**src/bclh_pkg.sv**
```systemverilog
// shared types and constants for the button click and long hold classifier
package bclh_pkg;

  // register indexes on the configuration port
  localparam logic [1:0] REG_CLICK_TICKS = 2'd0;
  localparam logic [1:0] REG_LONG_TICKS  = 2'd1;
  localparam logic [1:0] REG_HOLD_TICKS  = 2'd2;

  // register reset values
  localparam logic [15:0] CLICK_TICKS_RST = 16'd2;
  localparam logic [15:0] LONG_TICKS_RST  = 16'd100;
  localparam logic [15:0] HOLD_TICKS_RST  = 16'd1200;

  // press tracking state, one-hot
  typedef enum logic [2:0] {
    BTN_IDLE = 3'b001,
    BTN_UP   = 3'b010,
    BTN_DOWN = 3'b100
  } btn_t;

  // event codes reported with each result word
  typedef enum logic [2:0] {
    EV_NONE        = 3'd0,
    EV_CLICK_UP    = 3'd1,
    EV_CLICK_DOWN  = 3'd2,
    EV_MODE_NEXT   = 3'd3,
    EV_MODE_PREV   = 3'd4,
    EV_REPEAT_UP   = 3'd5,
    EV_REPEAT_DOWN = 3'd6
  } ev_t;

endpackage

```
**src/button_click_long_hold_classifier.sv**
```systemverilog
// Button click / long-press / auto-repeat classifier with registered result stage.
//
// Each input word is one sampling tick of the up and down buttons and yields exactly
// one result word holding the 8-bit value, the mode and the event of that tick. A
// press starts on a tick where either button is held while idle (up wins a tie) and
// only that button is watched until it is released. Once the held count reaches
// hold_ticks every further held tick steps the value (auto-repeat); otherwise the
// release steps the mode when the count reached long_ticks, or the value when it
// reached click_ticks. The whole update is one pass of counter and compare logic
// between the press state registers and the result register, so a word is taken in
// every cycle that the result stage is empty or being taken: one tick per clock, one
// word per cycle, and each result shows in the cycle after its word. A stalled result
// still lets the next word in when it is taken in the same cycle. The user must write
// thresholds via the configuration port only while the block is idle; it is not enforced.
module button_click_long_hold_classifier
  import bclh_pkg::*;
#(
  parameter int MODE_COUNT = 4
) (
  input  logic        clk,
  input  logic        rst,
  // slave side
  input  logic        s_tvalid,
  output logic        s_tready,
  input  logic [7:0]  s_tdata,   // [0] up_level, [1] down_level, [7:2] zero
  // master side
  output logic        m_tvalid,
  input  logic        m_tready,
  output logic [15:0] m_tdata,   // [7:0] count_value, [9:8] mode_step, [12:10] event_res
  // configuration write port
  input  logic        cfg_we,
  input  logic [1:0]  cfg_index,
  input  logic [15:0] cfg_data
);

  localparam int MODE_W = (MODE_COUNT > 2) ? $clog2(MODE_COUNT) : 1;
  localparam logic [MODE_W:0]   MODE_COUNT_X = (MODE_W + 1)'(MODE_COUNT);
  localparam logic [MODE_W-1:0] MODE_LAST    = MODE_W'(MODE_COUNT - 1);

  // threshold registers
  logic [15:0] click_ticks;
  logic [15:0] long_ticks;
  logic [15:0] hold_ticks;

  // press state
  btn_t              btn, btn_next;
  logic [15:0]       held, held_next;
  logic              repeating, repeating_next;
  logic [7:0]        value, value_next;
  logic [MODE_W-1:0] mode, mode_next;
  ev_t               ev_next;

  // result register
  logic [7:0]        res_value;
  logic [1:0]        res_mode;
  ev_t               res_ev;

  logic              acc;
  logic              up_lvl;
  logic              down_lvl;
  logic              is_up;
  logic              lvl;
  logic [15:0]       held_cnt;
  logic [15:0]       start_cnt;
  logic [7:0]        value_step;
  logic [MODE_W:0]   mode_inc;
  logic [MODE_W-1:0] mode_up;
  logic [MODE_W-1:0] mode_down;
  logic [MODE_W+1:0] mode_ext;

  assign up_lvl   = s_tdata[0];
  assign down_lvl = s_tdata[1];

  // output stage frees up when empty or being taken
  assign s_tready = !m_tvalid || m_tready;
  assign acc      = s_tvalid && s_tready;

  // configuration writes
  always_ff @(posedge clk) begin
    if (rst) begin
      click_ticks <= CLICK_TICKS_RST;
      long_ticks  <= LONG_TICKS_RST;
      hold_ticks  <= HOLD_TICKS_RST;
    end else if (cfg_we) begin
      case (cfg_index)
        REG_CLICK_TICKS: click_ticks <= cfg_data;
        REG_LONG_TICKS:  long_ticks  <= cfg_data;
        REG_HOLD_TICKS:  hold_ticks  <= cfg_data;
        default: ;
      endcase
    end
  end

  // step helpers
  assign is_up      = (btn == BTN_UP);
  assign lvl        = is_up ? up_lvl : down_lvl;
  assign held_cnt   = (held < hold_ticks) ? held + 16'd1 : held;
  assign start_cnt  = (hold_ticks != 16'd0) ? 16'd1 : 16'd0;
  assign value_step = is_up ? value + 8'd1 : value - 8'd1;
  assign mode_inc   = {1'b0, mode} + {{MODE_W{1'b0}}, 1'b1};
  assign mode_up    = (mode_inc >= MODE_COUNT_X) ? '0 : mode_inc[MODE_W-1:0];
  assign mode_down  = (mode == '0) ? MODE_LAST : mode - MODE_W'(1);

  // per-tick classification
  always_comb begin
    btn_next       = btn;
    held_next      = held;
    repeating_next = repeating;
    value_next     = value;
    mode_next      = mode;
    ev_next        = EV_NONE;
    case (btn)
      BTN_IDLE: begin
        if (up_lvl || down_lvl) begin
          btn_next       = up_lvl ? BTN_UP : BTN_DOWN;
          held_next      = start_cnt;
          repeating_next = (start_cnt >= hold_ticks);
        end
      end
      BTN_UP, BTN_DOWN: begin
        if (lvl) begin
          if (repeating) begin
            value_next = value_step;
            ev_next    = is_up ? EV_REPEAT_UP : EV_REPEAT_DOWN;
          end else begin
            held_next      = held_cnt;
            repeating_next = (held_cnt >= hold_ticks);
          end
        end else begin
          if (!repeating) begin
            if (held >= long_ticks) begin
              mode_next = is_up ? mode_up : mode_down;
              ev_next   = is_up ? EV_MODE_NEXT : EV_MODE_PREV;
            end else if (held >= click_ticks) begin
              value_next = value_step;
              ev_next    = is_up ? EV_CLICK_UP : EV_CLICK_DOWN;
            end
          end
          btn_next       = BTN_IDLE;
          held_next      = '0;
          repeating_next = 1'b0;
        end
      end
      default: begin
        btn_next       = BTN_IDLE;
        held_next      = '0;
        repeating_next = 1'b0;
      end
    endcase
  end

  // low two bits of the mode, zero-extended when narrower
  assign mode_ext = {2'b00, mode_next};

  // press state update
  always_ff @(posedge clk) begin
    if (rst) begin
      btn       <= BTN_IDLE;
      held      <= '0;
      repeating <= 1'b0;
      value     <= '0;
      mode      <= '0;
    end else if (acc) begin
      btn       <= btn_next;
      held      <= held_next;
      repeating <= repeating_next;
      value     <= value_next;
      mode      <= mode_next;
    end
  end

  // result register
  always_ff @(posedge clk) begin
    if (rst) begin
      m_tvalid <= 1'b0;
    end else if (acc) begin
      m_tvalid <= 1'b1;
    end else if (m_tready) begin
      m_tvalid <= 1'b0;
    end
  end

  always_ff @(posedge clk) begin
    if (acc) begin
      res_value <= value_next;
      res_mode  <= mode_ext[1:0];
      res_ev    <= ev_next;
    end
  end

  assign m_tdata = {3'b000, res_ev, res_mode, res_value};

  // checks
  a_idle_clean: assert property (@(posedge clk) disable iff (rst)
    (btn == BTN_IDLE) |-> (held == 16'd0 && !repeating))
    else $error("idle with press state left over");

  a_quiet_tick: assert property (@(posedge clk) disable iff (rst)
    (acc && btn == BTN_IDLE && !up_lvl && !down_lvl) |=> (m_tvalid && res_ev == EV_NONE))
    else $error("event reported on a quiet idle tick");

  a_repeat_only_held: assert property (@(posedge clk) disable iff (rst)
    (acc && (ev_next == EV_REPEAT_UP || ev_next == EV_REPEAT_DOWN)) |-> (repeating && lvl))
    else $error("auto-repeat step without a held repeating press");

  a_ready_when_empty: assert property (@(posedge clk) disable iff (rst)
    !m_tvalid |-> s_tready)
    else $error("input stalled with an empty result stage");

endmodule

```
**config.mk**
```make
export PLATFORM = sky130hd
export DESIGN_NAME = button_click_long_hold_classifier
export DESIGN_NICKNAME = d
export VERILOG_FILES = /design/src/bclh_pkg.sv /design/src/button_click_long_hold_classifier.sv
export SDC_FILE = /design/constraint.sdc
export NUM_CORES = 1
export LEC_CHECK = 0
export ABC_AREA = 0
export BUFFER_PORTS_ARGS = -buffer_cell sky130_fd_sc_hd__buf_4
export CORE_MARGIN = 4
export CORE_UTILIZATION = 55
export DETAILED_ROUTE_END_ITERATION = 10
export GPL_ROUTABILITY_DRIVEN = 0
export HOLD_SLACK_MARGIN = 0.1
export PLACE_DENSITY_LB_ADDON = 0.2
export SYNTH_ARGS = -nofsm -noshare
export SYNTH_HDL_FRONTEND = slang
export SYNTH_SLANG_ARGS = --single-unit
export TNS_END_PERCENT = 20
```
**constraint.sdc**
```tcl
create_clock -name clk -period 4.37 [get_ports clk]
set_input_delay 0.437 -clock clk [delete_from_list [all_inputs] [get_ports clk]]
set_output_delay 0.437 -clock clk [all_outputs]
set_load 0.01 [all_outputs]
```
### Yosys cells after proc, flatten, opt, wreduce, memory -nomap -nowiden

Index checks and enable logic that the tools add are counted.

| storage, ports and cells | value |
|---|---|
| register bits after elaboration | 92 |
| bits of input ports | 31 |
| output and inout bits | 18 |
| word-level logic and storage cells | 85 |

| operators by class | value |
|---|---|
| add/sub/neg operators | 5 |
| order comparisons | 6 |
| equality and inequality tests | 8 |
| mux-type cells | 39 |
| reductions and logical operators | 15 |

Operator list:

| operator | count |
|---|---|
| $mux W16 | 4 |
| $mux W8 | 7 |
| $ge A16 B16 Y1 | 3 |
| $pmux W16 S2 | 1 |
| $mux W3 | 8 |
| $mux W2 | 10 |
| $add A16 B1 Y16 const B | 1 |
| $ge A1 B16 Y1 | 1 |
| $lt A16 B16 Y1 | 1 |
| $reduce_bool A16 Y1 | 1 |
| $add A8 B1 Y8 const B | 1 |
| $reduce_and A2 Y1 | 4 |
| $sub A8 B1 Y8 const B | 1 |
| $mux W1 | 7 |
| $pmux W3 S2 | 1 |
| $reduce_and A3 Y1 | 2 |
| $logic_not A2 Y1 | 2 |
| $ne A2 B2 Y1 const B | 2 |
| $add A2 B1 Y3 const B | 1 |
| $eq A3 B1 Y1 const B | 1 |
| $eq A3 B2 Y1 const B | 1 |
| $eq A3 B3 Y1 const B | 1 |
| $ge A3 B3 Y1 const B | 1 |
| $ne A3 B3 Y1 const B | 1 |
| 9 further kinds | 10 |

### Longest topological paths before layout

Gate-level depths: netlist of run 1.

| logic depth | value |
|---|---|
| depth in word-level cells | 8 |
| gate-level depth with buffers | 18 |
| gate-level depth less buffers | 17 |

### Worst setup path after synthesis of run 1

No wires, ideal clock.

| timing | value |
|---|---|
| path kind | reg-to-reg |
| from | register hold_ticks[15] |
| to | register repeating |
| setup time | 0.070 ns |
| arrival time | 3.199 ns |
| data required time | 4.300 ns |
| path slack | 1.100 ns |
| cell stages (with the launch flop) | 16 |
| buffers on the path | 1 |
| period minus slack after synthesis | 3.270 ns |
| cells stage by stage | dfxtp_1 -> inv_1 -> ha_1 -> nand4_1 -> or3_1 -> o32a_1 -> buf_2 -> nand2_1 -> nor2_1 -> xor2_1 -> ha_1 -> nand4_1 -> nor4_1 -> a21oi_1 -> or3_1 -> a21oi_1 |

| on the way | value |
|---|---|
| longest elaborated chain between the ends | 6 |
| elaborated cells between the ends (all ways) | 10 |
| classes of those cells | order compare (3); mux (6); reduce/logical (1) |

RTL lines:

| element | RTL line | RTL |
|---|---|---|
| from (decl) | button_click_long_hold_classifier.sv:43 | `logic [15:0] hold_ticks;` |
| from (signal assigned) | button_click_long_hold_classifier.sv:88 | `REG_HOLD_TICKS: hold_ticks <= cfg_data;` |
| $lt A16 B16 Y1 | button_click_long_hold_classifier.sv:97 | `assign held_cnt = (held < hold_ticks) ? held + 16'd1 : held;` |
| $mux W16 | button_click_long_hold_classifier.sv:97 |  |
| $ge A16 B16 Y1 | button_click_long_hold_classifier.sv:127 | `repeating_next = (held_cnt >= hold_ticks);` |
| $mux W1 | button_click_long_hold_classifier.sv:122 | `if (repeating) begin` |
| $mux W1 | button_click_long_hold_classifier.sv:121 | `if (lvl) begin` |
| $pmux W1 S2 (*) | button_click_long_hold_classifier.sv:112 | `case (btn)` |
| to (signal assigned) | button_click_long_hold_classifier.sv:166 | `repeating <= repeating_next;` |
| to (decl) | button_click_long_hold_classifier.sv:48 | `logic repeating, repeating_next;` |

Mark *: on every way between the ends. The rest lies on a longest branch, timed or not. The select of a mux whose other input is x is not followed.
A chain may end at the register's enable or synchronous reset.

### Worst setup path after layout of run 1

| timing | value |
|---|---|
| from | register held[13] |
| to | register repeating |

| on the way | value |
|---|---|
| longest elaborated chain between the ends | 6 |
| elaborated cells between the ends (all ways) | 7 |
| classes of those cells | add/sub (1); order compare (2); mux (4) |

RTL lines:

| element | RTL line | RTL |
|---|---|---|
| from (decl) | button_click_long_hold_classifier.sv:47 | `logic [15:0] held, held_next;` |
| from (signal assigned) | button_click_long_hold_classifier.sv:165 | `held <= held_next;` |
| $add A16 B1 Y16 / $lt A16 B16 Y1 (equally long branches) | button_click_long_hold_classifier.sv:97 |  |
| $mux W16 (*) | button_click_long_hold_classifier.sv:97 |  |
| $ge A16 B16 Y1 (*) | button_click_long_hold_classifier.sv:127 |  |
| $mux W1 (*) | button_click_long_hold_classifier.sv:122 |  |
| $mux W1 (*) | button_click_long_hold_classifier.sv:121 |  |
| $pmux W1 S2 (*) | button_click_long_hold_classifier.sv:112 |  |

Mark *: on every way between the ends. The rest lies on a longest branch, timed or not.

==> results of run 1 <==
-- routing by layer --
layer	vias to the layer above	GRT usage
met5	-	0
met3	25	0.0350
met1	2483	0.331
met4	0	0.0833
li1	2640	-
met2	150	0.371
-- cells in the final DEF, fill, tap and decap left out, drive strengths merged, types with 3 or more instances in the layout --
master,count
nand2,117
a21oi,87
dfxtp,79
ha,73
inv,63
buf,47
nor2,36
o21ai,30
xnor2,16
nand3,16
nand4,15
a21o,14
clkbuf,14
edfxtp,13
nand2b,12
nor3,11
a211o,10
xor2,9
or3,9
o211ai,9
nor4,8
or4,8
mux2,7
a211oi,5
and3,5
o31ai,4
and2,4
or2,3
nand3b,3
o22ai,3
conb,3
-- final timing paths --
kind | to | slack, ns | cells after the start
min reg2reg | click_ticks[11] | 0.46 | 2
min | long_ticks[6] | 0.28 | 2
max | repeating | 0.41 | 14
max reg2reg | repeating | 0.41 | 14
-- critical path: stages (launching register included) --
cell	delay, ns
dfxtp_1	0.53
ha_1	0.31
a21o_1	0.16
a21o_1	0.17
a21oi_1	0.32
o2111a_1	0.38
nand2_1	0.19
nor3_1	0.35
xnor2_1	0.12
ha_1	0.30
nand4_1	0.13
nor4_1	0.34
a21oi_1	0.12
or3_1	0.31
a21oi_1	0.14
-- area by class of cell --
| cell class | instances | area (um2) |
|---|---|---|
| clock buffers | 14 | 194 |
| clock inverters | 2 | 13.8 |
| fillers | 924 | 3870 |
| inverters | 63 | 241 |
| multi-input cells | 548 | 3650 |
| flip-flops and latches | 92 | 1970 |
| well taps | 136 | 170 |
| repair buffers | 47 | 353 |
-- logic make-up (layout without fill, tap and decap cells) --
group / after synthesis / after routing / share of synthesized area
DFF: 92 / 92 / 0.329
buffers and inverters: 92 / 126 / 0.0635
AOI/OAI and AO/OA: 185 / 185 / 0.191
other: 1 / 3 / 0.000626
muxes: 9 / 9 / 0.0186
and+or+nand+nor: 252 / 252 / 0.204
xor gates and xnor gates: 25 / 25 / 0.0366
adders and majority gates: 74 / 74 / 0.156
-- flip-flops by register name (all words and copies together), names as in the netlist --
name         flops
value            8
res_mode         2
click_ticks     16
repeating        1
btn              3
hold_ticks      16
held            16
res_value        8
long_ticks      16
res_ev           3
m_tvalid         1
mode             2
-- power by group through the flow --
stage	clock, W	combinational [W]	sequential [W]
2_1_floorplan	0	0.000138	0.000919
3_3_place_gp	0	0.000203	0.000919
3_5_place_dp	0	0.000210	0.000920
4_1_cts	0.000604	0.000212	0.000900
5_1_grt	0.000642	0.000240	0.000904
6_report	0.000596	0.000213	0.000901
-- stage by stage --
| stage | instances | hold WS (ns) | setup WS, ns | cell area, um2 | util |
|---|---|---|---|---|---|
| final | 902 | 0.280 | 0.413 | 6590 | 0.630 |
| after global routing | 902 | 0.278 | 0.120 | 6590 | 0.630 |
| after CTS | 902 | 0.269 | 0.460 | 6590 | 0.630 |
| after detailed placement | 886 | 0.448 | 0.496 | 6380 | 0.610 |
| after global placement | 886 | 0.443 | 0.543 | 6380 | 0.610 |
| after floorplan | 732 | 0.436 | 1.10 | 6000 | - |
==> run summary, run 1 <==
Status - completed
Antenna Nets Post-Route - 0
Maximum vdd drop - 0.232 mV
DIE HEIGHT - 112 um
1st-iter DRT viols - 273
Most common cell in the netlist - nand2_1
TritonRoute pass-1 iters - 6
Commonest cells post-synth - nand2_1, a21oi_1, dfxtp_1
CTS sink cnt - 92
Die W - 112 um
Pin slew with the least headroom to its limit - 0.869 ns
Final hold viol count - 0
Max Slew Vio Count - 0
Reg power frac - 0.527
Area Overhead vs Synth - 10.1%
DP HPWL - 11.0 mm
Mean post-synth cell area - 8.20 um2
Max_slew headroom - 0.420
Number of synthesized register bits - 92
GRT overflow - 0
DRT met1 WL - 6.86 mm
Int Power - 0.00126 W
CP required - 4.67 ns
Maximum fanout along the worst path - 8
Hold Path Class - in2reg
Routed wl met2 - 6.60 mm
Worst-path clk slew - 0.09 ns
Core box area - 10,500 um2
Diodes inserted - 0
Max Root-Sink Buffers - 2
Max Used Layer - met4
Setup_tns - 0 ns
Tot GR Track Use - 0.236
Die area - 12,600 um2
Global-route wire length before repair - 24.4 mm
Sequential-to-total area share from yosys stat - 0.329
Maxcap violations - 0
Setup Crit Path Kind - reg2reg
Number of remaining DRC errors - 0
Post-synth top area cell - dfxtp_1
Post-synth EDFFs - 13
Pwr per Cell Area - 259 nW/um2
Total number of yosys warnings - 0
Post-synth top flop - dfxtp_1
Final wirelength - 14.5 mm
# hold bufs at CTS - 0
Nets@finish - 866
Vias per inst - 5.87
Vias in the first global route - 5,115
Hold path start - cfg_data[6]
Net Sw Power - 0.000452 W
Time the worst path needs with I/O delays and setup - 3.96 ns
Largest cells by area after synthesis - dfxtp_1, ha_1, nand2_1
Fmax - 0.253 GHz
Crit share post-route - 0.905
Crit. Startpoint - held[13]
Cell Area, Synth - 5990 um2
Clk Latency, worst-skew pair - 0.38 ns
Post-CTS sizing - 0
Initial antenna violation count - 0
Crit end category - flip-flop
Clock share of power - 0.349
Setup crit start kind - flip-flop
Total power draw - 0.00171 W
Setup violators final - 0
Pleak - 2.75 nW
# IOs - 49
Net Sw Frac - 0.265
Layout cells sized above 1 - 0.112
Via count - 5,298
Starting density of the core - 0.572
Setup Fix Bufs, Post-CTS - 0
Unrepaired setup endpoints after global routing - false
Clk_skew - 0.00939 ns
Comb power frac - 0.125
Routed WL per cell - 16.1 um
Met3 wire len - 794 um
Root buffer cell - clkbuf_8
Port buffer count - 39
Distinct cells, synth - 69
CTS tree - done
Largest net degree at the start of global routing - 69
Mapped Cells - 730
Inserted Clock Buffers - 9
RR Startpoint - held[13]
Fraction of registers with async set/reset - 0
Synth top area share - 0.264
CTS H-tree depth - 3
Crit path DAT - 4.26 ns
Row count - 37
(Power assumes the default switching activity.)
==> inputs of run 2 (changes only) <==
CORE_ASPECT_RATIO = 0.6   (was default)
TNS_END_PERCENT = 100   (was 20)
==> run 2 against run 1 <==
- sequential power is essentially flat
- largest power group unchanged
- highest routed layer unchanged
- clock power grew 30%
- die area grew 0.43%
- routed wire length grew 12%
- maximum frequency shrank 1.3%
- count of clock-buffer cells in the layout shrank 4
- critical path type unchanged
- combinational power grew 2%
- critical path depth is the same
==> run summary, run 2 (same netlist as run 1, synthesis figures left out) <==
Setup violators final - 0 (unchanged)
Worst-path clk slew - 0.07 ns (-0.02 ns)
Row count - 29 (-22%)
Final hold viol count - 0 (unchanged)
Vias in the first global route - 4,984 (-2.6%)
# hold bufs at CTS - 0 (unchanged)
GRT overflow - 0 (unchanged)
Area of the multi-input gates - 3650 um2 (unchanged)
Antenna Nets Post-Route - 0 (unchanged)
Routed WL per cell - 17.8 um (+11%)
Max Root-Sink Buffers - 2 (unchanged)
CTS H-tree depth - 3 (unchanged)
DIE HEIGHT - 88.8 um (-21%)
Root buffer cell - clkbuf_16
Starting density of the core - 0.565 (-0.00716)
Total power draw - 0.00189 W (+11%)
Final wirelength - 16.2 mm (+12%)
Via count - 5,453 (+2.9%)
Maximum fanout along the worst path - 8 (unchanged)
Net Sw Power - 0.000524 W (+16%)
Max Slew Vio Count - 0 (unchanged)
CP required - 4.65 ns (-0.02 ns)
Post-CTS sizing - 0 (unchanged)
Diodes inserted - 0 (unchanged)
Initial antenna violation count - 0 (unchanged)
CTS sink cnt - 92 (unchanged)
Nets@finish - 871 (+0.58%)
Core box area - 10,600 um2 (+1.3%)
Reg2Reg Depth - 14 (unchanged)
Crit end category - flip-flop
# IOs - 49 (unchanged)
Clk_skew - 0.0106 ns (+0.00120 ns)
Hold path start - cfg_data[1]
Pwr per Cell Area - 282 nW/um2 (+8.8%)
Net Sw Frac - 0.277 (+0.0124)
RR Startpoint - held[13]
Setup Crit Path Kind - reg2reg
Number of remaining DRC errors - 0 (unchanged)
Die area - 12,700 um2 (+0.43%)
Max_slew headroom - 0.303 (-0.117)
Inserted Clock Buffers - 9 (unchanged)
Die W - 143 um (+27%)
Status - completed
Global-route wire length before repair - 26.1 mm (+7.2%)
Comb power frac - 0.115 (-0.010)
Hold depth - 2 (unchanged)
Int Power - 0.00137 W (+8.8%)
Reg power frac - 0.477 (-0.050)
CTS tree - done
Crit path DAT - 4.29 ns (+0.03 ns)
Hold Path Class - in2reg
Time the worst path needs with I/O delays and setup - 4.01 ns (+0.0516 ns)
Vias per inst - 5.99 (+2.0%)
Tot GR Track Use - 0.265 (+0.0292)
Crit. Startpoint - held[13]
Setup_tns - 0 ns (unchanged)
Unrepaired setup endpoints after global routing - false
Largest net degree at the start of global routing - 69 (unchanged)
Clock share of power - 0.408 (+0.059)
Clk Latency, worst-skew pair - 0.35 ns (-0.03 ns)
TritonRoute pass-1 iters - 5 (-1)
Leading cell types in the layout, fill and taps excluded - nand2_1, a21oi_1, dfxtp_1, ha_1, inv_1
Most common cell after layout, fill and taps aside - nand2_1
Fillers - 923 (-0.11%)
Register area - 1970 um2 (unchanged)
Port buffer count - 39 (unchanged)
Fmax - 0.249 GHz (-1.3%)
Setup Fix Bufs, Post-CTS - 0 (unchanged)
DP HPWL - 12.3 mm (+11%)
Setup crit start kind - flip-flop
Maxcap violations - 0 (unchanged)
Area Overhead vs Synth - 12.0%
Pin slew with the least headroom to its limit - 1.04 ns (+0.173 ns)
Pleak - 2.81 nW (+2.2%)
1st-iter DRT viols - 587 (+120%)
Layout cells sized above 1 - 0.118 (+0.00576)
Crit share post-route - 0.917 (+0.0118)
Maximum vdd drop - 0.183 mV (-21%)
[run 2: power by group through the flow]
stage / combinational (W) / sequential [W] / clock (W)
6_report: 0.000217 / 0.000903 / 0.000772
5_1_grt: 0.000241 / 0.000906 / 0.000818
4_1_cts: 0.000214 / 0.000902 / 0.000780
3_5_place_dp: 0.000213 / 0.000922 / 0
3_3_place_gp: 0.000204 / 0.000920 / 0
2_1_floorplan: 0.000138 / 0.000919 / 0
[run 2: critical path, stage by stage, from the launching register on]
cell and delay [ns]:
dfxtp_1 0.53, ha_1 0.32, a21o_1 0.16, a21o_1 0.17
a21oi_1 0.33, o2111a_1 0.42, nand2_1 0.20, nor3_1 0.36
xnor2_1 0.12, ha_1 0.30, nand4_1 0.13, nor4_1 0.33
a21oi_1 0.13, or3_1 0.31, a21oi_1 0.12
[run 2: worst paths after layout]
path                     to  slack (ns)
min reg2reg  long_ticks[12]        0.46
max               repeating        0.36
max reg2reg       repeating        0.36
min          click_ticks[1]        0.30
[run 2: layer usage]
layer / GRT usage / share of wire / vias up
li1: - / - / 2659
met1: 0.407 / 0.49 / 2573
met4: 0.0690 / 0.015 / 0
met2: 0.368 / 0.40 / 196
met3: 0.0637 / 0.093 / 25
met5: 0 / 0 / -
[run 2: layout make-up]
class                   count  area share
well taps                 139      0.0259
multi-input cells         548       0.544
repair buffers             52      0.0582
inverters                  63      0.0360
clock buffers              10      0.0341
flip-flops and latches     92       0.294
clock inverters             6     0.00783
[run 2: per-stage QoR]
step                 util  area [um2]  worst slack (ns)  instances  hold slack (ns)
global placement    0.607        6430             0.591        894            0.445
detailed placement  0.607        6430             0.515        894            0.447
global route        0.633        6710             0.119        910            0.302
finish              0.633        6710             0.362        910            0.299
floorplan               -        6000              1.10        732            0.436
CTS                 0.633        6710             0.494        910            0.292
==> inputs of run 3 (changes only) <==
MAX_ROUTING_LAYER = met4   (was default)
SKIP_LAST_GASP = 1   (was default)
==> run 3 against run 2 <==
- maximum frequency down 1.4%
- count of clock-buffer cells in the layout is the same
- clock skew is 0.0022 ns higher
- total power is essentially flat
- worst hold slack worse by 0.0010 ns
- final cell count unchanged
- die area stayed put
- routed wire length grew 0.26%
- combinational power about the same
- critical endpoint unchanged
- largest power group unchanged
- highest routed layer unchanged
==> run summary, run 3 (same netlist as run 1, synthesis figures left out) <==
TritonRoute pass-1 iters - 5 (unchanged)
Die area - 12,700 um2 (unchanged)
Most common cell after layout, fill and taps aside - nand2_1
Setup violators final - 0 (unchanged)
Fmax - 0.246 GHz (-1.4%)
Maximum fanout along the worst path - 8 (unchanged)
Row count - 29 (unchanged)
CTS tree - done
Worst-path clk slew - 0.07 ns (about the same)
Final hold slack - 0.298 ns (-0.00101 ns)
Routed WL per cell - 17.9 um (+0.26%)
Die W - 143 um (unchanged)
Reg power frac - 0.477 (about the same)
Post-CTS sizing - 0 (unchanged)
GRT overflow - 0 (unchanged)
Place WS - 0.515 ns (unchanged)
Via count - 5,476 (+0.42%)
Inserted Clock Buffers - 9 (unchanged)
Tot GR Track Use - 0.274 (+0.00841)
Max Root-Sink Buffers - 2 (unchanged)
Crit share post-route - 0.930 (+0.0132)
Final wirelength - 16.3 mm (+0.26%)
Maximum vdd drop - 0.181 mV (-1.0%)
CP peak stage delay - 0.53 ns (about the same)
Crit path DAT - 4.34 ns (+0.05 ns)
Port buffer count - 39 (unchanged)
# IOs - 49 (unchanged)
Global-route wire length before repair - 26.2 mm (about the same)
Antenna Nets Post-Route - 0 (unchanged)
Final hold viol count - 0 (unchanged)
Clk Latency, worst-skew pair - 0.36 ns (about the same)
Clock share of power - 0.408 (about the same)
Unrepaired setup endpoints after global routing - false
# hold bufs at CTS - 0 (unchanged)
CTS H-tree depth - 3 (unchanged)
Final Cell Area - 6710 um2 (unchanged)
Slowest-stage cell, CP - dfxtp_1
1st-iter DRT viols - 511 (-13%)
Placed cell area - 6430 um2 (unchanged)
Status - completed
Largest net degree at the start of global routing - 69 (unchanged)
Nets@finish - 871 (unchanged)
Root buffer cell - clkbuf_16
Int Power - 0.00137 W (about the same)
CTS sink cnt - 92 (unchanged)
Setup Fix Bufs, Post-CTS - 0 (unchanged)
Leading cell types in the layout, fill and taps excluded - nand2_1, a21oi_1, dfxtp_1, ha_1, inv_1
Pwr per Cell Area - 282 nW/um2 (about the same)
Setup Crit Path Kind - reg2reg
Clk_skew - 0.0128 ns (+0.00219 ns)
Fillers - 923 (unchanged)
DP HPWL - 12.3 mm (unchanged)
Layout cells sized above 1 - 0.118 (unchanged)
Crit end category - flip-flop
Net Sw Power - 0.000525 W (+0.30%)
Setup_tns - 0 ns (unchanged)
Pleak - 2.81 nW (unchanged)
Time the worst path needs with I/O delays and setup - 4.07 ns (+0.0576 ns)
Crit-path cells - ha_1 -> a21o_1 -> a21o_1 -> a21oi_1 -> o2111a_1 -> nand2_1 -> nor3_1 -> xnor2_1 -> ha_1 -> nand4_1 -> nor4_1 -> a21oi_1 -> or3_1 -> a21oi_1
Maxcap violations - 0 (unchanged)
Vias per inst - 6.02 (+0.42%)
Net Sw Frac - 0.277 (+0.000596)
Core box area - 10,600 um2 (unchanged)
Number of remaining DRC errors - 0 (unchanged)
Diodes inserted - 0 (unchanged)
Initial antenna violation count - 0 (unchanged)
Max Slew Vio Count - 0 (unchanged)
DIE HEIGHT - 88.8 um (unchanged)
Comb power frac - 0.115 (about the same)
Max_slew headroom - 0.299 (-0.00363)
Pin slew with the least headroom to its limit - 1.05 ns (+0.00542 ns)
CP required - 4.65 ns (about the same)
Most used cell, CP - a21oi_1
Hold Path Class - in2reg
Vias in the first global route - 4,998 (+0.28%)
Setup crit start kind - flip-flop
Area Overhead vs Synth - 12.0% (unchanged)
Starting density of the core - 0.565 (unchanged)
Worst setup margin - 0.304 ns (-0.0576 ns)
## run 3: final timing paths
kind,slack (ns),depth (start not counted),to,from
hold reg to reg,0.46,2,long_ticks[12],long_ticks[12]
hold / removal,0.30,2,click_ticks[1],cfg_data[1]
setup reg to reg,0.30,14,repeating,held[13]
setup / recovery,0.30,14,repeating,held[13]
## run 3: per-layer routing
layer,part of all wire,wire (um),GRT usage
met4,0.014,227,0.0690
met1,0.50,8070,0.405
met5,0,0,-
met2,0.40,6490,0.371
met3,0.090,1470,0.0637
## run 3: worst max-delay path, delay by kind of cell (launching register included)
kind | cells | cell delay, ns
AO/OA/AOI/OAI | 6 | 1.36
XOR/XNOR | 1 | 0.12
adder cells (fa/ha/maj) | 2 | 0.62
flip-flops | 1 | 0.53
AND/OR/NAND/NOR | 5 | 1.37
## run 3: power by group through the flow
stage,clock network (W),registers (W),logic (W)
CTS,0.000780,0.000902,0.000214
global placement,0,0.000920,0.000204
floorplan,0,0.000919,0.000138
detailed placement,0,0.000922,0.000213
global route,0.000818,0.000906,0.000241
finish,0.000773,0.000903,0.000218
## run 3: per-stage QoR
stage	power, W	cells	utilization
4_1_cts	0.00190	910	0.633
3_3_place_gp	0.00112	894	0.607
6_report	0.00189	910	0.633
2_1_floorplan	0.00106	732	-
3_5_place_dp	0.00113	894	0.607
5_1_grt	0.00196	910	0.633
## run 3: cell type report
class	instances	area, um2	area share
clock inverters	6	52.6	0.00783
repair buffers	52	390	0.0582
well taps	139	174	0.0259
inverters	63	241	0.0360
clock buffers	10	229	0.0341
multi-input cells	548	3650	0.544
flip-flops and latches	92	1970	0.294
